### src/design/assert_macros.svh
// ----------------------------------------------------------------------------
// Assertion macros
// Shared concurrent assertion wrappers; they compile away for synthesis.
// ----------------------------------------------------------------------------
`ifndef ASSERT_MACROS_SVH
`define ASSERT_MACROS_SVH

`ifndef SYNTHESIS
// Same-cycle implication, checked at every rising edge outside reset.
`define ASSERT_IMPL(lbl, clk, rst, ante, cons, msg) \
  lbl: assert property (@(posedge clk) disable iff (rst) (ante) |-> (cons)) \
    else $error(msg);
// Next-cycle implication, checked at every rising edge outside reset.
`define ASSERT_NEXT(lbl, clk, rst, ante, cons, msg) \
  lbl: assert property (@(posedge clk) disable iff (rst) (ante) |=> (cons)) \
    else $error(msg);
`else
`define ASSERT_IMPL(lbl, clk, rst, ante, cons, msg)
`define ASSERT_NEXT(lbl, clk, rst, ante, cons, msg)
`endif

`endif

### src/design/ddmw_pkg.sv
// ----------------------------------------------------------------------------
// ddmw_pkg
// Types and constants shared by the drive mixer and watchdog modules.
// ----------------------------------------------------------------------------
`default_nettype none

package ddmw_pkg;

  // Raw command bytes are centered on this value; one unit is 1/127.
  localparam int CMD_CENTER = 127;
  localparam int UNIT_SCALE = 127;
  localparam int DUTY_MAX   = 255;

  localparam logic [15:0] CNT_MAX       = 16'hFFFF;
  localparam logic [15:0] TIMEOUT_RESET = 16'd1000;
  localparam logic [15:0] BLINK_RESET   = 16'd1000;

  // Configuration port.
  localparam int APB_ADDR_W = 3;
  localparam int APB_DATA_W = 32;
  localparam logic REG_TIMEOUT = 1'b0;
  localparam logic REG_BLINK   = 1'b1;

  typedef enum logic [1:0] {
    DIR_OFF = 2'd0,
    DIR_FWD = 2'd1,
    DIR_REV = 2'd2
  } dir_t;

  typedef struct packed {
    logic       link_up;
    logic       has_command;
    logic [7:0] speed_byte;
    logic [7:0] steer_byte;
  } cmd_item_t;

  typedef struct packed {
    logic [1:0] left_dir;
    logic [7:0] left_duty;
    logic [1:0] right_dir;
    logic [7:0] right_duty;
    logic       led_on;
    logic       is_linked;
  } drv_item_t;

  // Bridge settings for both motors.
  typedef struct packed {
    logic [1:0] left_dir;
    logic [7:0] left_duty;
    logic [1:0] right_dir;
    logic [7:0] right_duty;
  } drive_t;

  localparam drive_t DRIVE_STOP = '{
    left_dir:   DIR_OFF,
    left_duty:  8'd0,
    right_dir:  DIR_OFF,
    right_duty: 8'd0
  };

endpackage

`default_nettype wire

### src/design/ddmw_cfg.sv
// ----------------------------------------------------------------------------
// ddmw_cfg
// APB register file holding the timeout and blink periods.
// ----------------------------------------------------------------------------
`default_nettype none

module ddmw_cfg (
  input  wire logic                                clk,
  input  wire logic                                rst,
  input  wire logic                                psel,
  input  wire logic                                penable,
  input  wire logic                                pwrite,
  input  wire logic [ddmw_pkg::APB_ADDR_W-1:0]     paddr,
  input  wire logic [ddmw_pkg::APB_DATA_W-1:0]     pwdata,
  output logic      [ddmw_pkg::APB_DATA_W-1:0]     prdata,
  output logic      [15:0]                         timeout_ticks,
  output logic      [15:0]                         blink_ticks
);

  logic wr_en;

  assign wr_en = psel && penable && pwrite;

  always_ff @(posedge clk) begin
    if (rst) begin
      timeout_ticks <= ddmw_pkg::TIMEOUT_RESET;
      blink_ticks   <= ddmw_pkg::BLINK_RESET;
    end else if (wr_en) begin
      unique case (paddr[2])
        ddmw_pkg::REG_TIMEOUT: timeout_ticks <= pwdata[15:0];
        ddmw_pkg::REG_BLINK:   blink_ticks   <= pwdata[15:0];
        default: ;
      endcase
    end
  end

  always_comb begin
    unique case (paddr[2])
      ddmw_pkg::REG_TIMEOUT: prdata = {16'd0, timeout_ticks};
      ddmw_pkg::REG_BLINK:   prdata = {16'd0, blink_ticks};
      default:               prdata = '0;
    endcase
  end

endmodule

`default_nettype wire

### src/design/ddmw_mixer.sv
// ----------------------------------------------------------------------------
// ddmw_mixer
// Mixes speed and steer bytes into left and right direction and duty.
// ----------------------------------------------------------------------------
`default_nettype none

module ddmw_mixer (
  input  wire logic [7:0]       speed_byte,
  input  wire logic [7:0]       steer_byte,
  output ddmw_pkg::drive_t      drive
);

  // Ten signed bits cover every intermediate from -255 to +256.
  logic signed [9:0] s;
  logic signed [9:0] a;
  logic signed [9:0] mag;
  logic signed [9:0] sum;
  logic signed [9:0] dif;
  logic signed [9:0] l;
  logic signed [9:0] r;

  function automatic logic signed [9:0] clamp_fwd(input logic signed [9:0] v);
    logic signed [9:0] hi;
    hi = $signed(10'(ddmw_pkg::UNIT_SCALE));
    if (v < 10'sd0) return 10'sd0;
    if (v > hi) return hi;
    return v;
  endfunction

  function automatic logic signed [9:0] clamp_rev(input logic signed [9:0] v);
    logic signed [9:0] lo;
    lo = -$signed(10'(ddmw_pkg::UNIT_SCALE));
    if (v < lo) return lo;
    if (v > 10'sd0) return 10'sd0;
    return v;
  endfunction

  function automatic logic [1:0] dir_of(input logic signed [9:0] v);
    if (v > 10'sd0) return ddmw_pkg::DIR_FWD;
    if (v < 10'sd0) return ddmw_pkg::DIR_REV;
    return ddmw_pkg::DIR_OFF;
  endfunction

  // floor(m * 255 / 127) is 2m + floor(m / 127); with m at most 128 that is
  // 2m below full scale and saturates to the maximum duty at or above it.
  function automatic logic [7:0] duty_of(input logic signed [9:0] v);
    logic [9:0] m;
    m = (v < 10'sd0) ? 10'(-v) : 10'(v);
    if (m >= 10'(ddmw_pkg::UNIT_SCALE)) return 8'(ddmw_pkg::DUTY_MAX);
    return {m[6:0], 1'b0};
  endfunction

  always_comb begin
    s   = $signed({2'b00, speed_byte}) - $signed(10'(ddmw_pkg::CMD_CENTER));
    a   = $signed({2'b00, steer_byte}) - $signed(10'(ddmw_pkg::CMD_CENTER));
    mag = (a < 10'sd0) ? -a : a;
    sum = s + mag;
    dif = s - mag;
    l   = s;
    r   = s;
    priority if (s == 10'sd0) begin
      // Pivot in place toward the steer side.
      if (a > 10'sd0) begin
        l = a;
        r = 10'sd0;
      end else if (a < 10'sd0) begin
        l = 10'sd0;
        r = -a;
      end
    end else if (s > 10'sd0) begin
      if (a > 10'sd0) begin
        r = clamp_fwd(dif);
        l = clamp_fwd(sum);
      end else if (a < 10'sd0) begin
        l = clamp_fwd(dif);
        r = clamp_fwd(sum);
      end
    end else begin
      if (a > 10'sd0) begin
        r = clamp_rev(sum);
        l = clamp_rev(dif);
      end else if (a < 10'sd0) begin
        l = clamp_rev(sum);
        r = clamp_rev(dif);
      end
    end
    drive.left_dir   = dir_of(l);
    drive.left_duty  = duty_of(l);
    drive.right_dir  = dir_of(r);
    drive.right_duty = duty_of(r);
  end

endmodule

`default_nettype wire

### src/design/ddmw_watchdog.sv
// ----------------------------------------------------------------------------
// ddmw_watchdog
// Link and data watchdog state; produces the result for one tick.
// ----------------------------------------------------------------------------
`default_nettype none

module ddmw_watchdog (
  input  wire logic                   clk,
  input  wire logic                   rst,
  input  wire logic                   step,
  input  wire ddmw_pkg::cmd_item_t    cmd,
  input  wire logic [15:0]            timeout_ticks,
  input  wire logic [15:0]            blink_ticks,
  output ddmw_pkg::drv_item_t         result
);

  ddmw_pkg::drive_t drive;
  ddmw_pkg::drive_t drive_next;
  ddmw_pkg::drive_t mixed;
  logic             linked;
  logic             linked_next;
  logic             led_level;
  logic             led_level_next;
  logic             blink_phase;
  logic             blink_phase_next;
  logic [15:0]      ticks_since_data;
  logic [15:0]      ticks_since_data_next;
  logic [15:0]      ticks_since_blink;
  logic [15:0]      ticks_since_blink_next;

  ddmw_mixer u_mixer (
    .speed_byte (cmd.speed_byte),
    .steer_byte (cmd.steer_byte),
    .drive      (mixed)
  );

  always_comb begin
    drive_next       = drive;
    linked_next      = linked;
    led_level_next   = led_level;
    blink_phase_next = blink_phase;
    ticks_since_data_next = (ticks_since_data == ddmw_pkg::CNT_MAX) ?
                            ticks_since_data : ticks_since_data + 16'd1;
    ticks_since_blink_next = (ticks_since_blink == ddmw_pkg::CNT_MAX) ?
                             ticks_since_blink : ticks_since_blink + 16'd1;

    if (!cmd.link_up) begin
      if (linked) begin
        drive_next     = ddmw_pkg::DRIVE_STOP;
        linked_next    = 1'b0;
        led_level_next = 1'b0;
      end
      if (ticks_since_blink_next >= blink_ticks) begin
        ticks_since_blink_next = 16'd0;
        blink_phase_next       = !blink_phase;
        led_level_next         = !blink_phase;
      end
    end

    if (cmd.has_command) begin
      if (!linked_next) begin
        linked_next    = 1'b1;
        led_level_next = 1'b1;
      end
      drive_next            = mixed;
      ticks_since_data_next = 16'd0;
    end

    if (linked_next && (ticks_since_data_next >= timeout_ticks)) begin
      drive_next     = ddmw_pkg::DRIVE_STOP;
      linked_next    = 1'b0;
      led_level_next = 1'b0;
    end
  end

  always_ff @(posedge clk) begin
    if (rst) begin
      drive             <= ddmw_pkg::DRIVE_STOP;
      linked            <= 1'b0;
      led_level         <= 1'b0;
      blink_phase       <= 1'b0;
      ticks_since_data  <= 16'd0;
      ticks_since_blink <= 16'd0;
    end else if (step) begin
      drive             <= drive_next;
      linked            <= linked_next;
      led_level         <= led_level_next;
      blink_phase       <= blink_phase_next;
      ticks_since_data  <= ticks_since_data_next;
      ticks_since_blink <= ticks_since_blink_next;
    end
  end

  assign result.left_dir   = drive_next.left_dir;
  assign result.left_duty  = drive_next.left_duty;
  assign result.right_dir  = drive_next.right_dir;
  assign result.right_duty = drive_next.right_duty;
  assign result.led_on     = led_level_next;
  assign result.is_linked  = linked_next;

endmodule

`default_nettype wire

### src/design/differential_drive_mixer_watchdog.sv
// ----------------------------------------------------------------------------
// differential_drive_mixer_watchdog
// Each command is captured in the input register, and its result in the result register.
// Throughput: one transaction per cycle while drv_stall is low, set by the input and result registers.
// Reset: synchronous rst stops both motors, clears link, LED and counters, and
// loads 1000 into both period registers.
// ----------------------------------------------------------------------------
`default_nettype none
`include "assert_macros.svh"

// Data path overview.
//
// Each command transaction is one millisecond tick. It is first captured in
// an input register. From there the watchdog and mixer logic work out the
// whole tick in one pass: counter updates, link-loss handling, LED blinking,
// mixing of a new speed/steer pair, and the data timeout. The result is
// written into the result register in the same edge that commits the new
// watchdog state, so state and delivered results always move together.
//
// The input register moves forward whenever the result register is empty or
// its transaction is being taken, so the block keeps accepting a transaction
// every cycle while results drain. The stall towards the command side only
// rises when both registers are full and the result side is stalling.

module differential_drive_mixer_watchdog (
  input  wire logic                                clk,
  input  wire logic                                rst,

  // Command channel (one tick per transaction).
  input  wire logic                                cmd_valid,
  output logic                                     cmd_stall,
  input  wire ddmw_pkg::cmd_item_t                 cmd,

  // Drive result channel (one result per tick).
  output logic                                     drv_valid,
  input  wire logic                                drv_stall,
  output ddmw_pkg::drv_item_t                      drv,

  // Configuration port.
  input  wire logic                                psel,
  input  wire logic                                penable,
  input  wire logic                                pwrite,
  input  wire logic [ddmw_pkg::APB_ADDR_W-1:0]     paddr,
  input  wire logic [ddmw_pkg::APB_DATA_W-1:0]     pwdata,
  output logic      [ddmw_pkg::APB_DATA_W-1:0]     prdata,
  output logic                                     pready
);

  logic                 s1_valid;
  ddmw_pkg::cmd_item_t  s1_cmd;
  logic                 s2_ready;
  logic                 s1_adv;
  logic                 cmd_take;
  ddmw_pkg::drv_item_t  result;
  logic [15:0]          timeout_ticks;
  logic [15:0]          blink_ticks;

  // Registers are always ready; a write lands on the access-phase edge.
  assign pready = 1'b1;

  ddmw_cfg u_cfg (
    .clk           (clk),
    .rst           (rst),
    .psel          (psel),
    .penable       (penable),
    .pwrite        (pwrite),
    .paddr         (paddr),
    .pwdata        (pwdata),
    .prdata        (prdata),
    .timeout_ticks (timeout_ticks),
    .blink_ticks   (blink_ticks)
  );

  // The result register can take a new transaction when it is empty or
  // when its current one leaves at this edge.
  assign s2_ready  = !drv_valid || !drv_stall;
  assign s1_adv    = s1_valid && s2_ready;
  assign cmd_stall = s1_valid && !s2_ready;
  assign cmd_take  = cmd_valid && !cmd_stall;

  // Input register.
  always_ff @(posedge clk) begin
    if (rst) begin
      s1_valid <= 1'b0;
    end else if (cmd_take) begin
      s1_valid <= 1'b1;
    end else if (s1_adv) begin
      s1_valid <= 1'b0;
    end
  end

  always_ff @(posedge clk) begin
    if (cmd_take) begin
      s1_cmd <= cmd;
    end
  end

  // The watchdog state commits exactly when its tick moves into the result
  // register, so one accepted transaction is one step of the state.
  ddmw_watchdog u_watchdog (
    .clk           (clk),
    .rst           (rst),
    .step          (s1_adv),
    .cmd           (s1_cmd),
    .timeout_ticks (timeout_ticks),
    .blink_ticks   (blink_ticks),
    .result        (result)
  );

  // Result register.
  always_ff @(posedge clk) begin
    if (rst) begin
      drv_valid <= 1'b0;
    end else if (s1_adv) begin
      drv_valid <= 1'b1;
    end else if (!drv_stall) begin
      drv_valid <= 1'b0;
    end
  end

  always_ff @(posedge clk) begin
    if (s1_adv) begin
      drv <= result;
    end
  end

  // An empty input register never pushes back on the command side.
  `ASSERT_IMPL(a_no_stall_when_empty, clk, rst, !s1_valid, !cmd_stall,
               "command stalled with an empty input register")

  // A tick that leaves the input register always shows up as a result.
  `ASSERT_NEXT(a_step_gives_result, clk, rst, s1_adv, drv_valid,
               "advanced tick produced no result")

  // The motors only run while the link is marked connected.
  `ASSERT_IMPL(a_drive_needs_link, clk, rst, drv_valid && !drv.is_linked,
               (drv.left_dir == ddmw_pkg::DIR_OFF) &&
               (drv.right_dir == ddmw_pkg::DIR_OFF),
               "motor driven while not linked")

  // A bridge is off exactly when its duty is zero.
  `ASSERT_IMPL(a_left_dir_duty, clk, rst, drv_valid,
               (drv.left_dir == ddmw_pkg::DIR_OFF) == (drv.left_duty == 8'd0),
               "left direction and duty disagree")
  `ASSERT_IMPL(a_right_dir_duty, clk, rst, drv_valid,
               (drv.right_dir == ddmw_pkg::DIR_OFF) == (drv.right_duty == 8'd0),
               "right direction and duty disagree")

endmodule

`default_nettype wire

### config.mk
export PLATFORM = sky130hd
export DESIGN_NAME = differential_drive_mixer_watchdog
export DESIGN_NICKNAME = d
export VERILOG_FILES = /design/src/design/ddmw_pkg.sv /design/src/design/ddmw_cfg.sv /design/src/design/ddmw_mixer.sv /design/src/design/ddmw_watchdog.sv /design/src/design/differential_drive_mixer_watchdog.sv
export VERILOG_INCLUDE_DIRS = /design/src /design/src/design
export SDC_FILE = /design/constraint.sdc
export NUM_CORES = 1
export LEC_CHECK = 0
export ABC_AREA = 1
export BUFFER_PORTS_ARGS = -buffer_cell sky130_fd_sc_hd__buf_4
export CORE_ASPECT_RATIO = 1.2
export CORE_MARGIN = 10
export CORE_UTILIZATION = 50
export DETAILED_ROUTE_END_ITERATION = 10
export GPL_TIMING_DRIVEN = 0
export PLACE_DENSITY = 0.7
export SYNTH_ARGS = -nofsm -noshare
export SYNTH_HDL_FRONTEND = slang
export SYNTH_SLANG_ARGS = --single-unit
### constraint.sdc
create_clock -name clk -period 6.95 [get_ports clk]
set_clock_uncertainty 0.2 [all_clocks]
set_input_delay 0.695 -clock clk [delete_from_list [all_inputs] [get_ports clk]]
set_output_delay 0.695 -clock clk [all_outputs]
set_load 0.02 [all_outputs]
==> Yosys cells after proc, flatten, opt, wreduce, memory -nomap -nowiden <==
Index checks and enable logic that the tools add are counted.
{ "op_classes": {"reduce_logical": 17, "eq_ne": 3, "n_addsub": 9, "bitwise_logic": 2, "muxes": 158, "order_cmp": 19} }
{ "op_table": {"columns": ["op", "n"], "rows": [
  ["10-bit 2-to-1 mux", 43],
  ["1-bit 2-to-1 mux", 93],
  ["16-bit 2-to-1 mux", 5],
  ["20-bit 2-to-1 mux", 4],
  ["32-bit case mux with 2 select lines", 1],
  ["10-bit by 1-bit > comparator with 1-bit output (second input constant)", 5],
  ["10-bit by 1-bit less-than comparator with 1-bit output (second input constant)", 4],
  ["16-bit by 1-bit adder with 16-bit output (second input constant)", 2],
  ["16-bit == test (second input constant)", 2],
  ["16-bit >= comparator", 2],
  ["8-bit 2-to-1 mux", 4],
  ["10-bit by 7-bit >= comparator with 1-bit output (second input constant)", 2],
  ["10-bit by 8-bit > comparator with 1-bit output (second input constant)", 2],
  ["10-bit by 8-bit less-than comparator with 1-bit output (second input constant)", 2],
  ["10-bit negation", 2],
  ["8-bit by 7-bit subtractor with 9-bit output (second input constant)", 2],
  ["2-bit 2-to-1 mux", 8],
  ["10-bit adder", 1],
  ["10-bit logical NOT", 1],
  ["9-bit negation with 10-bit output", 1],
  ["10-bit subtractor", 1],
  ["9-bit by 1-bit > comparator with 1-bit output (second input constant)", 1],
  ["9-bit by 1-bit less-than comparator with 1-bit output (second input constant)", 1],
  ["1-bit logical AND", 6],
  ["other kinds (7)", 13]
]} }
{ "totals": {"out_inout_bits": 57, "reg_bits": 129, "elab_cells": 231} }

==> Depth between registers and ports, before layout <==
Gate-level depths: netlist of the first run.
{ "logic_depth": {"depth_word": 28, "ltp_mapped": 45} }

==> Cells and area by module <==
A second synthesis of the first run with hierarchy kept.
{ "hier_totals": {"cells_unflattened": 1668, "hier_area_um2": 10710.3} }
{ "by_module_without_submodules": {"columns": ["mod", "instances", "seq_area_each_um2", "cells_per_inst", "area_per_inst_um2"], "rows": [
  ["ddmw_watchdog", 1, 1101.1, 668, 4207.8],
  ["ddmw_mixer", 1, 0.0, 701, 3599.7],
  ["ddmw_cfg", 1, 640.6, 245, 1599.0],
  ["differential_drive_mixer_watchdog", 1, 1241.2, 54, 1303.8]
]} }

==> Worst setup path after synthesis of the first run <==
OpenSTA, ideal clock, no wires.
{ "synth_timing": {"path_type": "register to register", "startpoint": "reg s1_cmd[0] (netlist bit)", "endpoint": "reg drv[19] (netlist bit), data pin", "path_slack_ns": 1.553, "t_required_ns": 6.498, "period_less_slack_ns": 5.397, "arrival_time_ns": 4.944, "path_stages_with_launch": 40, "cell_sequence": "edfxtp_1 > ha_1 > nand2_2 > nor2_1 > nand2_1 > nand2_2 > clkinv_1 > buf_2 > o21ai_0 > inv_1 > ha_1 > buf_6 > nor2_1 > nand2_1 > nand2_2 > nand3_2 > nand2_1 > nand2_1 > [... 4 more ...] > inv_1 > clkbuf_1 > nand4_1 > nand2_1 > nand2_1 > nand2_1 > nand2_2 > ha_1 > nand2_1 > nor2_2 > nand3_1 > nand2_1 > nand2_1 > nand3_2 > nor2_4 > nand3_1 > nand2_1 > inv_1"} }
{ "synth_rtl": {"columns": ["element", "line_no", "source"], "rows": [
  ["from (decl)", "differential_drive_mixer_watchdog.sv:50", "ddmw_pkg::cmd_item_t s1_cmd;"],
  ["from (signal assigned)", "differential_drive_mixer_watchdog.sv:94", "s1_cmd <= cmd;"],
  ["to (signal assigned)", "differential_drive_mixer_watchdog.sv:123", "drv <= result;"],
  ["to (decl)", "differential_drive_mixer_watchdog.sv:37", "output ddmw_pkg::drv_item_t drv,"]
]} }

==> results of run 1 <==
==> power by group <==
group          internal, mW  switching [mW]
Sequential            0.826          0.0230
Clock                 0.511           0.376
Combinational         0.291           0.607
==> metrics by stage <==
step                      power, mW  setup slack (ps)  hold WS (ps)
after floorplan                1.51              1550           245
after global placement         1.73               315           253
after detailed placement       1.74               248           269
after CTS                      2.63               204           230
after global routing           2.80              94.3           218
final                          2.63               675           242
==> synth_stat cells (3+ instances only) <==
| library cell | instances | area (µm²) |
|---|---|---|
| dfxtp_1 | 89 | 1780 |
| nand2_1 | 396 | 1490 |
| o211ai_1 | 7 | 52.6 |
| a211oi_1 | 6 | 45.0 |
| nand3_1 | 138 | 691 |
| nand4_1 | 33 | 206 |
| buf_2 | 13 | 65.1 |
| xor2_1 | 13 | 114 |
| edfxtp_1 | 40 | 1200 |
| buf_4 | 19 | 143 |
| nand3_2 | 11 | 110 |
| o21bai_1 | 3 | 22.5 |
| nand2_2 | 24 | 150 |
| ha_1 | 59 | 738 |
| o21ai_1 | 7 | 35.0 |
| buf_6 | 9 | 101 |
| nor3_1 | 16 | 80.1 |
| o21ai_0 | 122 | 611 |
| a21oi_1 | 136 | 681 |
| a21oi_2 | 9 | 78.8 |
| a31oi_1 | 7 | 43.8 |
| a21o_1 | 3 | 22.5 |
| nand3b_1 | 5 | 37.5 |
| clkbuf_1 | 36 | 135 |
| nor2_2 | 8 | 50.1 |
| nor2_4 | 5 | 56.3 |
| xnor2_1 | 8 | 70.1 |
| nor4_1 | 6 | 37.5 |
| nor2_1 | 110 | 413 |
| inv_1 | 250 | 938 |
| inv_2 | 12 | 45.0 |
==> timing repair <==
| item | in CTS | in global routing |
|---|---|---|
| setup endpoints to repair | 0 | 36 |
| buffers inserted | 0 | 2 |
| resized for setup | 0 | 5 |
==> layout make-up <==
cell class	count	area [µm²]	area share (%)
clock inverters	13	113	0.927
inverters	265	1000	8.23
multi-input cells	1179	6170	50.8
well taps	270	338	2.78
plain buffers	78	450	3.71
flip-flops and latches	129	2980	24.5
clock buffers	19	475	3.91
repair buffers	83	623	5.13
==> how the worst min path moves through the flow <==
stage,start,end,slack (ps)
3_3_place_gp,u_watchdog.ticks_since_blink[2],u_watchdog.ticks_since_blink[2],250
3_5_place_dp,u_watchdog.ticks_since_blink[2],u_watchdog.ticks_since_blink[2],270
5_1_grt,cmd[14],s1_cmd[14],220
6_report,cmd[8],s1_cmd[8],240
4_1_cts,cmd[13],s1_cmd[13],230
2_1_floorplan,u_watchdog.blink_phase,u_watchdog.blink_phase,240
==> cells by family after synthesis <==
kind of cell,count (synthesis)
compound gates,316
flops,129
buf+inv,343
simple gates,762
other cells,2
xor+xnor,21
fa+ha+maj,61
==> registers in the layout, summed over array words and instances, names as in the netlist <==
| register | cells |
|---|---|
| drv_valid | 1 |
| u_watchdog.drive | 20 |
| u_cfg.blink_ticks | 16 |
| s1_cmd | 18 |
| u_watchdog.ticks_since_blink | 16 |
| u_watchdog.blink_phase | 1 |
| u_cfg.timeout_ticks | 16 |
| u_watchdog.ticks_since_data | 16 |
| u_watchdog.led_level | 1 |
| drv | 22 |
| u_watchdog.linked | 1 |
| s1_valid | 1 |
==> layer usage <==
layer  routed length (µm)  GRT usage [%]
met2                15400           39.4
met3                 1950           3.89
met1                13800           28.8
met4                  930           9.27
met5                    0              0
==> flow_metrics.tcl, run 1 <==
set metrics [dict create \
    period_share_pct 90.3 \
    routed_via_density 5.32 \
    n_antenna_cell 0 \
    cp_top_family "simple AND/OR/NAND/NOR gates" \
    grt_pass1_vias 10200 \
    cts_buffer_depth 2 \
    instances_no_fill 2036 \
    synth-compound-area-share_pct 16.3 \
    r2r-end "drv[2]" \
    firstDrtPassIters 6 \
    startpoint_type "register" \
    htree_levels 4 \
    dp_cells 2002 \
    worst_pin_slew_ps 798 \
    layout_common_cells "396 x nand2_1, 250 x inv_1, 138 x nand3_1, 135 x a21oi_1, 120 x o21ai_0" \
    post_synth.cell_area_avg_um2 6.45 \
    cts_hold_buf 0 \
    cts.sinks 129 \
    cts_tree "built" \
    place_hpwl_um 25500 \
    ioPinCount 117 \
    dieArea_um2 27300 \
    ys_types 55 \
    core.rowCount 58 \
    grt_pass1_wl_um 52000 \
    max-slew-margin-rel_pct 46.6 \
    critPathArrivalTime_ps 6250 \
    grt.total_usage_pct 23.2 \
    peakVddDrop_mv 0.182 \
    grt_antenna_before_repair 0 \
    worstSetupEndpointType "register" \
    critical_path_depth 38 \
    fin_util_pct 58.4 \
    holdPathStages 1 \
    synth.mux.area_fraction_pct 0 \
    crit_slowest_cell "edfxtp_1" \
    fillers 2081 \
    setup.worst_path.start "s1_cmd[1]" \
    core_area_um2 20800 \
    synth_enable_flop_cells 40 \
    wl_per_cell_um 15.8 \
    cp.required_ps 6920 \
    worst_hold_path_type "in -> reg" \
    synth_top_family_by_area "simple AND/OR/NAND/NOR gates" \
    drive_above_1_share_pct 13.5 \
    status "completed" \
    rsz0062_at_grt "no" \
    fin_area_um2 12200 \
    cp.buffers_inverters 8 \
    drtIter0Drc 797 \
    clk_pin_slew_ps 60 \
    synth-async-reset-ratio_pct 0 \
    slew_viol_final 0 \
    nets 1874 \
    initial_core_util_pct 50.6 \
    clkLatencyLatePin_ps 430 \
    worstPathMaxFanout 10 \
    synth_ff_type "dfxtp_1" \
    cap_violations 0 \
    clock-root-buffer "clkbuf_16" \
    synthXorXnorAreaFrac_pct 1.75 \
    die_x_um 153 \
    ys_ff_latch 129 \
    drc 0 \
    fin_setup_tns_ps 0 \
    worstReg2RegStart "s1_cmd[1]" \
    cp_slowest_stage_delay_ps 380 \
    synthAdderAreaFrac_pct 7.39 \
    syn2layout_area_growth_pct 15.4 \
    seq_area_frac_synth_pct 28.3 \
    min_period_ps 6280 \
    max_freq_mhz 159 \
    cpMostUsedCell "nand2_1" \
    syn_inst 1634 \
    numCtsBuffers 17 \
    powerDensity_nw_per_um2 217 \
    layout_commonest_cell "nand2_1" \
    gp_congestion 0.991 \
    setup_viol 0 \
    place_area_um2 11500 \
    reg2reg_depth 38 \
    power_leakage_nw 6.09 \
    routed_wl_um 32100 \
    grt_max_degree 32 \
    worst-setup-path-type "reg -> reg" \
    endpoint "drv[2]" \
    ys.warnings.count 0 \
    syn_area_um2 10500 \
    dr_total_vias 10800 \
    synth-simple-area-share_pct 32.4 \
    r2r_setup_slack_ps 670 \
    io_buffers 81 \
    die_height_um 179 \
    ant_nets 0 \
    overflow 0 \
    finalHoldViolations 0 \
]
No activity file was read; power rests on OpenSTA's default activity.
==> run 2: changes to the inputs <==
- REMOVE_ABC_BUFFERS: unset -> 1
- SYNTH_HIERARCHICAL: unset -> 1
==> run 2 against run 1 <==
Net effect:
- cell area is 0.72% lower
- fmax is 0.93% lower
- flip-flop and latch count stayed put
- register-to-register slack worse by 60 ps
- via count is 2.1% lower
- global-route usage is 3.4 points lower
- cell count is 1.9% lower
- die area is 1.5% higher
- clock-buffer cell count stayed put
- first-iteration DRC count is 1.8% lower
- non-clock buffer count is 70 lower
- largest cell class unchanged
==> flow_metrics.tcl, run 2 <==
set metrics [dict create \
    cts_buffer_depth 2 \
    core_area_um2 21000 \
    wl_per_cell_um 14.3 \
    die_height_um 180 \
    grt_use_met1_pct 25.7 \
    synth_area_leaders "nand2_1 17%, dfxtp_1 17%, edfxtp_1 11%" \
    status "completed" \
    numCtsBuffers 17 \
    syn_area_um2 10700 \
    seq_area_frac_synth_pct 27.9 \
    synth_top_cell_by_area "nand2_1" \
    initial_core_util_pct 50.9 \
    synth_ff_type "dfxtp_1" \
    syn_inst 1668 \
    synth_enable_flop_cells 40 \
    powerDensity_nw_per_um2 221 \
    ys.warnings.count 6 \
    grt_antenna_before_repair 0 \
    layout_common_cells "478 x nand2_1, 221 x inv_1, 184 x nand3_1, 117 x nor2_1, 103 x a21oi_1" \
    setup_viol 0 \
    grt_max_degree 44 \
    overflow 0 \
    nets 1835 \
    grtUsageMet2_pct 32.8 \
    clock-root-buffer "clkbuf_16" \
    ioPinCount 117 \
    fin_setup_tns_ps 0 \
    synthTopCellsByCount "479 x nand2_1, 223 x inv_1, 184 x nand3_1" \
    largest_register "drv" \
    worstPathMaxFanout 10 \
    yosysMostFrequentCell "nand2_1" \
    routed_via_density 5.31 \
    cts.sinks 129 \
    finalHoldViolations 0 \
    period_share_pct 91.1 \
    met3_usage_pct 3.75 \
    grt_pass1_vias 9681 \
    rsz0062_at_grt "no" \
    slew_viol_final 0 \
    routed_wl_um 28500 \
    critPathArrivalTime_ps 6410 \
    n_antenna_cell 0 \
    core.rowCount 58 \
    htree_levels 4 \
    ant_nets 0 \
    dieArea_um2 27700 \
    drive_above_1_share_pct 13.5 \
    cts_tree "built" \
    die_x_um 154 \
    clkLatencyLatePin_ps 420 \
    cp.required_ps 7030 \
    gr-max-usage-layer "met2" \
    place_hpwl_um 20900 \
    dr_total_vias 10600 \
    grt.total_usage_pct 19.8 \
    crit_slowest_cell "or3_1" \
    synth-async-reset-ratio_pct 0 \
    largest_register_ffs 22 \
    worst_hold_path_type "in -> reg" \
    layout_commonest_cell "nand2_1" \
    clk_pin_slew_ps 60 \
    min_period_ps 6330 \
    reg_top3 "drv: 22 flops, u_watchdog/drive: 20 flops, s1_cmd: 18 flops" \
    startpoint_type "register" \
    peakVddDrop_mv 0.181 \
    io_buffers 81 \
    syn2layout_area_growth_pct 12.7 \
    ys_ff_latch 129 \
    power_leakage_nw 6.13 \
    worst-setup-path-type "reg -> reg" \
    grt_pass1_wl_um 46900 \
    cpMostUsedCell "nand2_1" \
    post_synth.cell_area_avg_um2 6.42 \
    firstDrtPassIters 6 \
    cap_violations 0 \
    worstSetupEndpointType "register" \
    synth_top_area_share_pct 16.8 \
    max_freq_mhz 158 \
    ys_types 60 \
    worst_pin_slew_ps 1120 \
    gp_congestion 0.937 \
    cp_slowest_stage_delay_ps 480 \
    drc 0 \
    drtIter0Drc 783 \
    power_mw 2.66 \
    max-slew-margin-rel_pct 25.4 \
]
-- run 2: cell types whose count changed in the layout (fill, tap and decap cells not counted), sizes merged, moves of 4 or more --
cell,delta
inv,-29
nand4,+8
nand3,+52
nand2,+75
a21oi,-32
a31oi,-4
a211oi,-6
o211ai,-5
nor2,+20
clkbuf,-36
buf,-34
o21ai,-46
-- run 2: logic make-up after synthesis --
family,Yosys count,synth area share (%)
AOI/OAI and AO/OA,218,11.1
xor gates and xnor gates,20,1.85
adders and majority gates,61,7.27
buffers and inverters,323,12.9
DFF,129,27.9
other,4,0.140
and+or+nand+nor,913,38.9
-- run 2: final cells by class --
cell class / instances / area (µm²)
Tap cell: 270 / 338
Sequential cell: 129 / 2980
Inverter: 242 / 927
Multi-Input combinational cell: 1233 / 6480
Timing Repair Buffer: 91 / 716
Fill cell: 2108 / 8980
Clock inverter: 13 / 171
Clock buffer: 19 / 454
-- run 2: final timing paths --
kind | startpoint | endpoint | slack [ps] | cells past startpoint
worst min-delay path | cmd[6] | s1_cmd[6] | 250 | 1
worst max-delay path | s1_cmd[1] | drv[5] | 620 | 41
worst max register to register | s1_cmd[1] | drv[5] | 620 | 41
worst min register to register | u_cfg/timeout_ticks[3] | u_cfg/timeout_ticks[3] | 290 | 2
-- run 2: power by group --
group / leakage (nW) / total [mW] / switching, mW / internal, mW
registers: 1.11 / 0.856 / 0.0291 / 0.827
clock network: 0.305 / 0.966 / 0.374 / 0.592
logic: 4.72 / 0.841 / 0.563 / 0.277
-- run 2: stage by stage --
stage                     instance area [µm²]  std cells  setup WS (ps)  utilization (%)  hold slack [ps]
final                                   12100       1997            616             57.3              247
after global routing                    12100       1997           53.0             57.3              227
after CTS                               12000       1990           60.5             56.9              231
after detailed placement                11300       1955           -738             53.7              277
after global placement                  11200       1953          -3070             53.4              268
after floorplan                         10300       1602           -374                -              250
-- run 2: worst max-delay path, delay by kind of cell, from the launching register on --
family / cells / cell delay (ps)
buf+inv: 5 / 440
flops: 1 / 410
fa+ha+maj: 4 / 1230
simple gates: 29 / 3470
compound gates: 3 / 420
-- run 2: repair_timing --
action,CTS,global route
gates cloned,2,0
resized for setup,4,11
hold buffers,0,0
pin swaps,1,2
buffers inserted,1,7
setup endpoints to repair,36,36
-- run 2: metal layers --
metal | up-vias | share of wire [%] | wire, µm
met5 | - | 0 | 0
met4 | 0 | 1.6 | 461
met3 | 44 | 5.8 | 1660
met2 | 342 | 47 | 13500
met1 | 4777 | 45 | 12900
li1 | 5448 | - | -
==> run 3: changes to the inputs <==
- PLACE_DENSITY: 0.7 -> 0.72
- clock period: 6.95 -> 5.8 ns (I/O delays scaled with it)
==> run 3 against run 2 <==
Net effect:
- the run now ends with setup timing left
- non-clock buffer count grew 33
- worst hold slack got worse by 120 ps
- combinational power grew 40%
- sequential share of layout area is 1.4 points lower
- routed wire length grew 5.8%
- largest power group is now combinational logic
- cell count is 1.7% higher
- clock power rose by 12%
- via count increased by 3.1%
- critical endpoint is now drv[19]
==> flow_metrics.tcl, run 3 (synthesis results as in run 2) <==
set metrics [dict create \
    status "complete, but fails checks" \
    violations "setup timing" \
    layout_common_cells "450 x nand2_1, 213 x inv_1, 173 x nand3_1, 119 x buf_4, 108 x nor2_1" \
    clk_pin_slew_ps 60 \
    drc 0 \
    worstPathMaxFanout 8 \
    clock-root-buffer "clkbuf_16" \
    largest_register "drv" \
    gp_congestion 0.938 \
    core_area_um2 21000 \
    fin_area_um2 12800 \
    max_freq_mhz 171 \
    initial_core_util_pct 50.9 \
    setup_viol 19 \
    routed_via_density 5.39 \
    finalHoldViolations 0 \
    io_buffers 81 \
    cts_hold_buf 0 \
    clkLatencyLatePin_ps 420 \
    instances_no_fill 2030 \
    worst_pin_slew_ps 1140 \
    dp_cells 1955 \
    peakVddDrop_mv 0.224 \
    cp_slowest_stage_delay_ps 430 \
    setup_ws_ps -54.3 \
    overflow 0 \
    reg_top3 "drv: 22 flops, u_watchdog/drive: 20 flops, s1_cmd: 18 flops" \
    ant_nets 0 \
    ioPinCount 117 \
    grt_antenna_before_repair 0 \
    layout_commonest_cell "nand2_1" \
    htree_levels 4 \
    fin_setup_tns_ps -389 \
    drive_above_1_share_pct 20.3 \
    grt.total_usage_pct 20.6 \
    n_antenna_cell 0 \
    min_period_ps 5850 \
    wl_per_cell_um 14.9 \
    slew_viol_final 0 \
    place_area_um2 11300 \
    numCtsBuffers 17 \
    drtIter0Drc 1003 \
    worstSetupEndpointType "register" \
    place_hpwl_um 21100 \
    dieArea_um2 27700 \
    cts_buffer_depth 2 \
    worst_hold_path_type "in -> reg" \
    nets 1868 \
    cpMostUsedCell "nand2_1" \
    crit_slowest_cell "or3_4" \
    cts_tree "built" \
    startpoint_type "register" \
    worstReg2RegStart "s1_cmd[1]" \
    die_x_um 154 \
    worst_hold_slack_ps 130 \
    grt_pass1_vias 10200 \
    firstDrtPassIters 6 \
    routed_wl_um 30200 \
    cp.buffers_inverters 9 \
    power_leakage_nw 6.35 \
    max-slew-margin-rel_pct 24.1 \
    setup.worst_path.start "s1_cmd[1]" \
    dr_total_vias 10900 \
    cts.sinks 129 \
    period_share_pct 101 \
    powerDensity_nw_per_um2 257 \
    cp_top_family "simple AND/OR/NAND/NOR gates" \
    die_height_um 180 \
    hp-start "cmd[14]" \
    cp.required_ps 5780 \
    grt_max_degree 44 \
    worst-setup-path-type "reg -> reg" \
    critPathArrivalTime_ps 5830 \
    cap_violations 0 \
    largest_register_ffs 22 \
    syn2layout_area_growth_pct 19.6 \
    rsz0062_at_grt "yes" \
    grt_pass1_wl_um 48700 \
    core.rowCount 58 \
]
## run 3: final timing paths
check                           slack (ps)  cells after the start                      to
worst min register to register         290                      2  u_cfg/timeout_ticks[8]
worst min-delay path                   130                      1              s1_cmd[14]
worst max register to register         -50                     42                 drv[19]
worst max-delay path                   -50                     42                 drv[19]
## run 3: timing repair
item                                    4_1_cts  5_1_grt
endpoints found under the setup margin       40       36
cloned                                        2        1
setup buffers                                20       20
gates resized for setup                      59       93
pin swaps                                    23       56
## run 3: per-layer routing
metal | up-vias | wire, µm | global-route usage [%]
met1 | 4964 | 13000 | 25.7
met2 | 384 | 14400 | 34.7
li1 | 5518 | - | -
met3 | 79 | 1840 | 3.51
met5 | - | 0 | 0
met4 | 0 | 861 | 7.04
## run 3: layout make-up
| cell class | count | area, µm² |
|---|---|---|
| Fill cell | 1952 | 8240 |
| Multi-Input combinational cell | 1233 | 6970 |
| Clock buffer | 20 | 468 |
| Clock inverter | 12 | 123 |
| Inverter | 242 | 938 |
| Tap cell | 270 | 338 |
| Sequential cell | 129 | 2980 |
| Timing Repair Buffer | 124 | 983 |
## run 3: where the power goes
group / switching [mW] / total [mW] / internal, mW
Clock: 0.442 / 1.08 / 0.636
Sequential: 0.0357 / 1.03 / 0.991
Combinational: 0.759 / 1.18 / 0.424
## run 3: metrics by stage
stage / worst slack [ps] / total power, mW / utilization (%)
final: -54.3 / 3.29 / 60.9
after detailed placement: -1770 / 2.00 / 53.7
after global placement: -4100 / 1.98 / 53.4
after global routing: -388 / 3.47 / 60.9
after CTS: 1.87 / 3.16 / 58.6
after floorplan: -1520 / 1.75 / -
